<file path="src/sv/spd_pkg.sv">
// Shared types, codes, constants and the CRC step for the servo packet deframer.
package spd_pkg;

  // Size of the packet store when the top level is not told otherwise.
  localparam int BUFFER_BYTES_DEF = 64;

  // Reset value of the buffer limit register.
  localparam logic [6:0] LIMIT_RESET = 7'd64;

  // Header bytes and the sync pattern that precedes the final header byte.
  localparam logic [7:0]  HDR_FF   = 8'hFF;
  localparam logic [7:0]  HDR_FD   = 8'hFD;
  localparam logic [15:0] HDR_SYNC = 16'hFFFF;

  // CRC-16 generator polynomial, not reflected, initial value zero.
  localparam logic [15:0] CRC_POLY = 16'h8005;

  // Byte positions within a packet.
  localparam int POS_AFTER_HDR = 3;
  localparam int POS_ID        = 4;
  localparam int POS_LEN_LO    = 5;
  localparam int POS_LEN_HI    = 6;
  localparam int POS_INS       = 7;
  localparam int POS_PARAM0    = 8;

  // The shortest length field counts only the instruction and the two CRC bytes.
  localparam int MIN_LENGTH = 3;
  // Bytes outside the length field: header, reserved, ID and the two length bytes.
  localparam int FRAME_OVERHEAD = 7;
  // Offsets from the length field to the CRC bytes and the last parameter.
  localparam int CRC_LO_OFS     = 5;
  localparam int CRC_HI_OFS     = 6;
  localparam int LAST_PARAM_OFS = 4;

  // Result item kinds.
  localparam logic KIND_PARAM  = 1'b0;
  localparam logic KIND_STATUS = 1'b1;

  // Packet status codes.
  localparam logic [1:0] ST_GOOD  = 2'd0;
  localparam logic [1:0] ST_CRC   = 2'd1;
  localparam logic [1:0] ST_LONG  = 2'd2;
  localparam logic [1:0] ST_SHORT = 2'd3;

  // One byte of CRC-16, most significant bit first.
  function automatic logic [15:0] crc16_byte(input logic [15:0] crc_in,
                                             input logic [7:0]  data);
    logic [15:0] c;
    c = crc_in ^ {data, 8'h00};
    for (int k = 0; k < 8; k++) begin
      c = c[15] ? ((c << 1) ^ CRC_POLY) : (c << 1);
    end
    return c;
  endfunction

  // CRC after the three header bytes.
  localparam logic [15:0] CRC_HDR =
    crc16_byte(crc16_byte(crc16_byte(16'h0000, HDR_FF), HDR_FF), HDR_FD);

  // Commands from the controller to the datapath.
  typedef struct packed {
    logic       hunt_shift;
    logic       hdr_start;
    logic       store_byte;
    logic       crc_upd;
    logic       enter_body;
    logic       drain_start;
    logic       drain_step;
    logic       clear;
    logic       load_out;
    logic       out_kind;
    logic [1:0] out_status;
    logic       out_with_ins;
    logic       out_with_count;
  } spd_cmd_t;

  // Status from the datapath to the controller.
  typedef struct packed {
    logic hdr_match;
    logic fld_last;
    logic len_short;
    logic len_long;
    logic body_crc;
    logic body_last;
    logic crc_ok;
    logic no_params;
    logic drain_last;
    logic out_free;
  } spd_stat_t;

endpackage

</file>
<file path="src/sv/servo_packet_deframer_crc16.sv">
// Top level of the servo bus packet deframer with CRC-16 check.
// Received bytes are taken one per cycle while hunting for the FF FF FD header and while
// collecting a packet; the only input stall during collection is on a byte that may close
// the packet while the previous result transaction is still waiting. A packet with a good
// CRC and parameters then stalls the input while each parameter byte is read through the
// registered store read port and sent, and then while the closing status is sent.
// Rejected and bad-CRC packets report their status in the cycle after the closing byte
// with no extra stall. The packet store needs no clearing after reset.
// The buffer limit register may only be written while no packet is in progress.
module servo_packet_deframer_crc16 import spd_pkg::*; #(
  parameter int BUFFER_BYTES = BUFFER_BYTES_DEF
) (
  input  logic       clk,
  input  logic       rst_n,
  input  logic       cfg_wr_en,
  input  logic [6:0] cfg_wr_data,
  input  logic       in_valid,
  output logic       in_stall,
  input  logic [7:0] in_rx_byte,
  output logic       out_valid,
  input  logic       out_stall,
  output logic       out_item_kind,
  output logic [7:0] out_param_byte,
  output logic [7:0] out_packet_id,
  output logic [7:0] out_instruction,
  output logic [5:0] out_param_count,
  output logic [1:0] out_packet_status,
  output logic       out_last_of_run
);

  spd_cmd_t  cmd;
  spd_stat_t stat;

  // Packet phase controller.
  spd_ctrl u_ctrl (
    .clk      (clk),
    .rst_n    (rst_n),
    .in_valid (in_valid),
    .in_stall (in_stall),
    .stat     (stat),
    .cmd      (cmd)
  );

  // Store, CRC and result datapath.
  spd_datapath #(
    .BUFFER_BYTES (BUFFER_BYTES)
  ) u_datapath (
    .clk               (clk),
    .rst_n             (rst_n),
    .cfg_wr_en         (cfg_wr_en),
    .cfg_wr_data       (cfg_wr_data),
    .in_rx_byte        (in_rx_byte),
    .cmd               (cmd),
    .stat              (stat),
    .out_stall         (out_stall),
    .out_valid         (out_valid),
    .out_item_kind     (out_item_kind),
    .out_param_byte    (out_param_byte),
    .out_packet_id     (out_packet_id),
    .out_instruction   (out_instruction),
    .out_param_count   (out_param_count),
    .out_packet_status (out_packet_status),
    .out_last_of_run   (out_last_of_run)
  );

endmodule

</file>
<file path="src/sv/spd_ram.sv">
// Generic simple dual-port RAM with one write port and a registered read port.
module spd_ram #(
  parameter int WIDTH = 8,
  parameter int DEPTH = 64
) (
  input  logic                     clk,
  input  logic                     wr_en,
  input  logic [$clog2(DEPTH)-1:0] wr_addr,
  input  logic [WIDTH-1:0]         wr_data,
  input  logic [$clog2(DEPTH)-1:0] rd_addr,
  output logic [WIDTH-1:0]         rd_data
);

  logic [WIDTH-1:0] mem_r [DEPTH];

  // Write port and registered read port.
  always_ff @(posedge clk) begin
    if (wr_en) begin
      mem_r[wr_addr] <= wr_data;
    end
    rd_data <= mem_r[rd_addr];
  end

endmodule

</file>
<file path="src/sv/spd_datapath.sv">
// Datapath of the deframer: header sync, packet store, CRC, field capture and result register.
module spd_datapath import spd_pkg::*; #(
  parameter int BUFFER_BYTES = BUFFER_BYTES_DEF
) (
  input  logic       clk,
  input  logic       rst_n,
  input  logic       cfg_wr_en,
  input  logic [6:0] cfg_wr_data,
  input  logic [7:0] in_rx_byte,
  input  spd_cmd_t   cmd,
  output spd_stat_t  stat,
  input  logic       out_stall,
  output logic       out_valid,
  output logic       out_item_kind,
  output logic [7:0] out_param_byte,
  output logic [7:0] out_packet_id,
  output logic [7:0] out_instruction,
  output logic [5:0] out_param_count,
  output logic [1:0] out_packet_status,
  output logic       out_last_of_run
);

  localparam int AW = $clog2(BUFFER_BYTES);

  logic [6:0]    limit_r;
  logic [15:0]   recent_r;
  logic [AW-1:0] idx_r;
  logic [15:0]   crc_r;
  logic [AW-1:0] len_r;
  logic [AW-1:0] ptr_r;
  logic [7:0]    len_lo_r;
  logic [7:0]    id_r;
  logic [7:0]    ins_r;
  logic [7:0]    prev_r;
  logic          out_valid_r;
  logic          out_kind_r;
  logic [7:0]    out_param_r;
  logic [7:0]    out_id_r;
  logic [7:0]    out_ins_r;
  logic [5:0]    out_count_r;
  logic [1:0]    out_status_r;

  logic [15:0]   len_full;
  logic [16:0]   len_sum;
  logic [AW:0]   len_bound;
  logic [7:0]    ram_rd_data;

  // Packet store: written at the byte position, read at the drain pointer.
  spd_ram #(
    .WIDTH (8),
    .DEPTH (BUFFER_BYTES)
  ) u_store (
    .clk     (clk),
    .wr_en   (cmd.store_byte),
    .wr_addr (idx_r),
    .wr_data (in_rx_byte),
    .rd_addr (ptr_r),
    .rd_data (ram_rd_data)
  );

  // Length checks on the high byte as it arrives, and body position compares.
  assign len_full  = {in_rx_byte, len_lo_r};
  assign len_sum   = {1'b0, len_full} + 17'(FRAME_OVERHEAD);
  assign len_bound = {1'b0, len_r};

  always_comb begin
    stat.hdr_match  = (recent_r == HDR_SYNC) && (in_rx_byte == HDR_FD);
    stat.fld_last   = (idx_r == AW'(POS_LEN_HI));
    stat.len_short  = (len_full < 16'(MIN_LENGTH));
    stat.len_long   = (len_sum > {10'd0, limit_r}) || (len_sum > 17'(BUFFER_BYTES));
    stat.body_crc   = ({1'b0, idx_r} < len_bound + (AW+1)'(CRC_LO_OFS));
    stat.body_last  = ({1'b0, idx_r} == len_bound + (AW+1)'(CRC_HI_OFS));
    stat.crc_ok     = ({in_rx_byte, prev_r} == crc_r);
    stat.no_params  = (len_r == AW'(MIN_LENGTH));
    stat.drain_last = ({1'b0, ptr_r} == len_bound + (AW+1)'(LAST_PARAM_OFS));
    stat.out_free   = !out_valid_r || !out_stall;
  end

  // Control registers: limit, sync window, position, CRC, length, drain pointer, result valid.
  always_ff @(posedge clk) begin
    if (!rst_n) begin
      limit_r     <= LIMIT_RESET;
      recent_r    <= '0;
      idx_r       <= '0;
      crc_r       <= '0;
      len_r       <= '0;
      ptr_r       <= '0;
      out_valid_r <= 1'b0;
    end else begin
      if (cfg_wr_en) begin
        limit_r <= cfg_wr_data;
      end
      if (cmd.clear) begin
        recent_r <= '0;
        idx_r    <= '0;
        crc_r    <= '0;
      end else begin
        if (cmd.hunt_shift) begin
          recent_r <= {recent_r[7:0], in_rx_byte};
        end
        if (cmd.hdr_start) begin
          recent_r <= '0;
          idx_r    <= AW'(POS_AFTER_HDR);
          crc_r    <= CRC_HDR;
        end
        if (cmd.store_byte) begin
          idx_r <= idx_r + AW'(1);
        end
        if (cmd.crc_upd) begin
          crc_r <= crc16_byte(crc_r, in_rx_byte);
        end
      end
      if (cmd.enter_body) begin
        len_r <= len_full[AW-1:0];
      end
      if (cmd.drain_start) begin
        ptr_r <= AW'(POS_PARAM0);
      end else if (cmd.drain_step) begin
        ptr_r <= ptr_r + AW'(1);
      end
      if (cmd.load_out) begin
        out_valid_r <= 1'b1;
      end else if (!out_stall) begin
        out_valid_r <= 1'b0;
      end
    end
  end

  // Captured packet fields and the result payload.
  always_ff @(posedge clk) begin
    if (cmd.store_byte) begin
      prev_r <= in_rx_byte;
      if (idx_r == AW'(POS_ID)) begin
        id_r <= in_rx_byte;
      end
      if (idx_r == AW'(POS_LEN_LO)) begin
        len_lo_r <= in_rx_byte;
      end
      if (idx_r == AW'(POS_INS)) begin
        ins_r <= in_rx_byte;
      end
    end
    if (cmd.load_out) begin
      out_kind_r   <= cmd.out_kind;
      out_param_r  <= (cmd.out_kind == KIND_PARAM) ? ram_rd_data : 8'h00;
      out_id_r     <= id_r;
      out_ins_r    <= cmd.out_with_ins ? ins_r : 8'h00;
      out_count_r  <= cmd.out_with_count ? 6'(len_r - AW'(MIN_LENGTH)) : 6'd0;
      out_status_r <= cmd.out_status;
    end
  end

  assign out_valid         = out_valid_r;
  assign out_item_kind     = out_kind_r;
  assign out_param_byte    = out_param_r;
  assign out_packet_id     = out_id_r;
  assign out_instruction   = out_ins_r;
  assign out_param_count   = out_count_r;
  assign out_packet_status = out_status_r;
  assign out_last_of_run   = (out_kind_r == KIND_STATUS);

`ifndef SYNTH
  // The drain pointer never runs past the last parameter byte.
  a_ptr_bound: assert property (@(posedge clk) disable iff (!rst_n)
    cmd.drain_step |-> ({1'b0, ptr_r} <= len_bound + (AW+1)'(LAST_PARAM_OFS)))
    else $error("drain pointer past last parameter");

  // Stored bytes always land inside the packet store.
  a_idx_bound: assert property (@(posedge clk) disable iff (!rst_n)
    cmd.store_byte |-> ({1'b0, idx_r} < (AW+1)'(BUFFER_BYTES)))
    else $error("store position beyond buffer");

  // A waiting result is never overwritten.
  a_no_overwrite: assert property (@(posedge clk) disable iff (!rst_n)
    (out_valid_r && out_stall) |-> !cmd.load_out)
    else $error("result register overwritten while stalled");
`endif

endmodule

</file>
<file path="src/sv/spd_ctrl.sv">
// Controller state machine of the deframer: packet phases, parameter drain and result loading.
module spd_ctrl import spd_pkg::*; (
  input  logic      clk,
  input  logic      rst_n,
  input  logic      in_valid,
  output logic      in_stall,
  input  spd_stat_t stat,
  output spd_cmd_t  cmd
);

  typedef enum logic [2:0] {
    S_HUNT,
    S_FIELDS,
    S_BODY,
    S_RD,
    S_EMIT,
    S_STAT
  } state_t;

  state_t state_r;
  state_t state_nxt;
  logic   in_phase;
  logic   may_emit;
  logic   acc;

  // Input is taken in the collecting phases; a byte that may close a packet waits for room.
  assign in_phase = (state_r == S_HUNT) || (state_r == S_FIELDS) || (state_r == S_BODY);
  assign may_emit = ((state_r == S_FIELDS) && stat.fld_last) ||
                    ((state_r == S_BODY) && stat.body_last);
  assign in_stall = !in_phase || (may_emit && !stat.out_free);
  assign acc      = in_valid && !in_stall;

  // Next state and datapath commands.
  always_comb begin
    state_nxt = state_r;
    cmd       = '0;
    unique case (state_r)
      S_HUNT: begin
        if (acc) begin
          if (stat.hdr_match) begin
            cmd.hdr_start = 1'b1;
            state_nxt     = S_FIELDS;
          end else begin
            cmd.hunt_shift = 1'b1;
          end
        end
      end
      S_FIELDS: begin
        if (acc) begin
          cmd.store_byte = 1'b1;
          cmd.crc_upd    = 1'b1;
          if (stat.fld_last) begin
            if (stat.len_short || stat.len_long) begin
              cmd.load_out   = 1'b1;
              cmd.out_kind   = KIND_STATUS;
              cmd.out_status = stat.len_short ? ST_SHORT : ST_LONG;
              cmd.clear      = 1'b1;
              state_nxt      = S_HUNT;
            end else begin
              cmd.enter_body = 1'b1;
              state_nxt      = S_BODY;
            end
          end
        end
      end
      S_BODY: begin
        if (acc) begin
          cmd.store_byte = 1'b1;
          cmd.crc_upd    = stat.body_crc;
          if (stat.body_last) begin
            if (!stat.crc_ok) begin
              cmd.load_out     = 1'b1;
              cmd.out_kind     = KIND_STATUS;
              cmd.out_status   = ST_CRC;
              cmd.out_with_ins = 1'b1;
              cmd.clear        = 1'b1;
              state_nxt        = S_HUNT;
            end else if (stat.no_params) begin
              cmd.load_out       = 1'b1;
              cmd.out_kind       = KIND_STATUS;
              cmd.out_status     = ST_GOOD;
              cmd.out_with_ins   = 1'b1;
              cmd.out_with_count = 1'b1;
              cmd.clear          = 1'b1;
              state_nxt          = S_HUNT;
            end else begin
              cmd.drain_start = 1'b1;
              state_nxt       = S_RD;
            end
          end
        end
      end
      S_RD: begin
        // The store read for the drain pointer completes in this cycle.
        state_nxt = S_EMIT;
      end
      S_EMIT: begin
        if (stat.out_free) begin
          cmd.load_out     = 1'b1;
          cmd.out_kind     = KIND_PARAM;
          cmd.out_status   = ST_GOOD;
          cmd.out_with_ins = 1'b1;
          cmd.drain_step   = 1'b1;
          state_nxt        = stat.drain_last ? S_STAT : S_RD;
        end
      end
      S_STAT: begin
        if (stat.out_free) begin
          cmd.load_out       = 1'b1;
          cmd.out_kind       = KIND_STATUS;
          cmd.out_status     = ST_GOOD;
          cmd.out_with_ins   = 1'b1;
          cmd.out_with_count = 1'b1;
          cmd.clear          = 1'b1;
          state_nxt          = S_HUNT;
        end
      end
      default: begin
        state_nxt = S_HUNT;
      end
    endcase
  end

  // State register.
  always_ff @(posedge clk) begin
    if (!rst_n) begin
      state_r <= S_HUNT;
    end else begin
      state_r <= state_nxt;
    end
  end

`ifndef SYNTH
  // Every return to header hunting reports a packet status.
  a_clear_reports: assert property (@(posedge clk) disable iff (!rst_n)
    cmd.clear |-> (cmd.load_out && (cmd.out_kind == KIND_STATUS)))
    else $error("packet closed without a status transaction");
`endif

endmodule
</file>
<file path="config.mk">
export PLATFORM = sky130hd
export DESIGN_NAME = servo_packet_deframer_crc16
export DESIGN_NICKNAME = d
export VERILOG_FILES = /design/src/sv/spd_pkg.sv /design/src/sv/servo_packet_deframer_crc16.sv /design/src/sv/spd_ram.sv /design/src/sv/spd_datapath.sv /design/src/sv/spd_ctrl.sv
export SDC_FILE = /design/constraint.sdc
export NUM_CORES = 1
export LEC_CHECK = 0
export BUFFER_PORTS_ARGS = -buffer_cell sky130_fd_sc_hd__clkbuf_2
export CAP_MARGIN = 20
export CORE_AREA = 2 2 249 251
export DETAILED_ROUTE_END_ITERATION = 8
export DIE_AREA = 0 0 251 253
export PLACE_DENSITY = 0.69
export SLEW_MARGIN = 20
export SYNTH_ARGS = -nofsm -noshare
export SYNTH_HDL_FRONTEND = slang
export SYNTH_SLANG_ARGS = --single-unit
</file>
<file path="constraint.sdc">
create_clock -name clk -period 3.1 [get_ports clk]
set_input_delay 0.93 -clock clk [delete_from_list [all_inputs] [get_ports clk]]
set_output_delay 0.93 -clock clk [all_outputs]
set_load 0.01 [all_outputs]
</file>
==> impl_metrics.tcl <==
set metrics [dict create \
    nNetsFinal 1718 \
    die_w_um 251 \
    synth_ff_type "edfxtp_1" \
    status "complete, but fails checks" \
    drtIter0Drc 1192 \
    finClkSkew_ns 0.0220 \
    dpl.hpwl_mm 40.3 \
    violations "negative setup slack" \
    final.setup.tns_ns -4.65 \
    cts.clk_slew.worst_paths_ns 0.06 \
    synth_edf_count 577 \
    vias_per_cell 5.73 \
    ios 56 \
    drv_cap 0 \
    clock-sinks 646 \
    cts-root-buf "clkbuf_16" \
    firstDrtPassIters 5 \
    num_vias 14300 \
    area_growth_pct 21.1 \
    min_path_type "flop to flop" \
    fmax_mhz 305 \
    hold_viol_final 0 \
    holdPathStages 0 \
    drt-total-wl_mm 62.5 \
    ys_seq_area_share_pct 70.5 \
    route.detailed.drc 0 \
    drtAntennaViolNets 0 \
    crit_required_ns 2.17 \
    relSlewSlack_pct 29.8 \
    cts_hold_buf 0 \
    n_antenna_cell 0 \
    tightest_slew_ns 1.05 \
    core_area_um2 61000 \
    synth.distinct_cells 68 \
    postSynthCellCount 1445 \
    period_share_pct 106 \
    ir_worst_vdd_uv 523 \
    clockBufferDepth 3 \
    grt_max_degree 69 \
    power_density_nw_per_um2 545 \
    async_reset_ff_share_pct 0 \
    io_buffers 55 \
    synth_top_area_share_pct 65.3 \
    synth.ff_latch_count 646 \
    antenna_found_initial 2 \
    setup_viol 110 \
    wl_per_cell_um 24.9 \
    finalCriticalPeriod_ns 3.28 \
    h-tree-depth 2 \
    maxSlewViolCount 0 \
    ff2ff_path_depth 13 \
    setup_ws_ns -0.175 \
    crit_type "flop to output pin" \
    synth_nets 1497 \
    clock_latency_ns 0.61 \
    syn-cell-area_um2 26500 \
    critical_path_arrival_ns 2.35 \
    start_util_pct 43.5 \
    crit_path_max_fanout 4 \
    ys_warn_count 0 \
    avgSynthCellArea_um2 18.4 \
    track_usage_pct 19.6 \
    grt_pass1_wl_mm 92.7 \
    overflow 0 \
    cts_tree "done" \
    dieArea_um2 63500 \
    critPathCaptureType "output pin" \
    rows 91 \
    yosysMostFrequentCell "edfxtp_1" \
    final_util_pct 52.6 \
    cts_made_buffers 61 \
    start_kind "flop" \
    synth.area.top_cells "edfxtp_1, mux4_2, dfxtp_1" \
    die_h_um 253 \
    grt_pass1_vias 14300 \
    synth_top_area_cell "edfxtp_1" \
    power_uw 17500 \
    gp_congestion 0.852 \
    rsz0062_at_grt "yes" \
    drive_above_1_share_pct 38.6 \
    synthTopCellsByCount "edfxtp_1, mux4_2, nor2_1" \
    leakage_uw 0.0102 \
]
-- registers in the layout (all words and copies together), names as in the netlist, 7 cells and up --
name                        flops
u_datapath.u_store.mem_r      512
u_datapath.crc_r               16
u_datapath.recent_r            16
u_datapath.id_r                 8
u_datapath.ins_r                8
u_datapath.len_lo_r             8
u_datapath.out_instruction      8
u_datapath.out_packet_id        8
u_datapath.out_param_byte       8
u_datapath.prev_r               8
u_datapath.u_store.rd_data      8
u_datapath.limit_r              7
-- layout by cell type (no fill, tap or decap), types with 28 or more instances in the layout --
master / count
mux4_2: 168
clkbuf_2: 48
clkbuf_16: 66
nand2_1: 28
nor2_4: 62
edfxtp_1: 577
buf_4: 145
xnor2_1: 28
mux2i_1: 33
nor2_1: 38
dfxtp_1: 64
-- cell families (layout without fill, tap and decap cells) --
group	after synthesis	in the layout	synth area share, %
simple gates	309	313	6.14
mux	211	211	15.9
compound gates	84	84	2.25
buf+inv	110	377	1.81
flops	646	646	70.5
fa+ha+maj	32	32	1.51
xor+xnor	53	53	1.81
-- worst max-delay path: stages, from the launching register on --
cell and delay [ns]:
dfxtp_2 0.36, inv_2 0.06, buf_6 0.11, ha_4 0.22
xnor2_2 0.13, or3_4 0.39, nor3_4 0.13, nand3_1 0.09
nand2_1 0.10, clkbuf_8 0.14
-- final timing paths --
| kind | start | end | slack [ns] |
|---|---|---|---|
| setup / recovery | u_datapath.len_r[2] | in_stall | -0.18 |
| hold / removal | u_datapath.id_r[4] | u_datapath.out_packet_id[4] | 0.42 |
| setup reg to reg | u_datapath.len_lo_r[1] | u_datapath.recent_r[6] | -0.14 |
| hold reg to reg | u_datapath.id_r[4] | u_datapath.out_packet_id[4] | 0.42 |
-- metrics by stage --
stage	instances	setup slack [ns]	instance area [um2]	hold slack (ns)
4_1_cts	2492	-0.262	31400	0.423
6_report	2506	-0.175	32100	0.424
3_5_place_dp	2362	-0.430	28800	0.409
5_1_grt	2506	-0.301	32100	0.427
2_1_floorplan	1445	0.00124	26600	0.400
3_3_place_gp	2362	-0.314	28800	0.405
-- area by class of cell --
type	count	area (um2)
inverter	27	101
sequential	646	18700
timing repair buffer	237	1980
tap	790	988
clock inverter	37	398
clock buffer	76	1600
multi-input combinational	693	8320
fill	4730	28900
-- what timing repair did --
item / in CTS / in global routing
setup buffers: 12 / 11
gates cloned: 5 / 7
pin swaps: 19 / 53
resized for setup: 109 / 125
setup endpoints to repair: 569 / 490
-- report_power, final --
part           leakage [uW]  switching, uW  total, uW  internal, uW
combinational       0.00344            333        527           193
clock              0.000961           3130       7460          4330
sequential          0.00575           22.6       9520          9490
total                0.0102           3490      17500         14000
-- per-layer routing --
| metal | up-vias | global-route usage [%] | share of wire, % |
|---|---|---|---|
| li1 | 6252 | - | - |
| met1 | 7504 | 28.3 | 43 |
| met2 | 509 | 31.2 | 48 |
| met3 | 81 | 3.34 | 6.7 |
| met4 | 2 | 4.97 | 2.0 |
| met5 | - | 0 | 0.024 |
(Power assumes the default switching activity.)
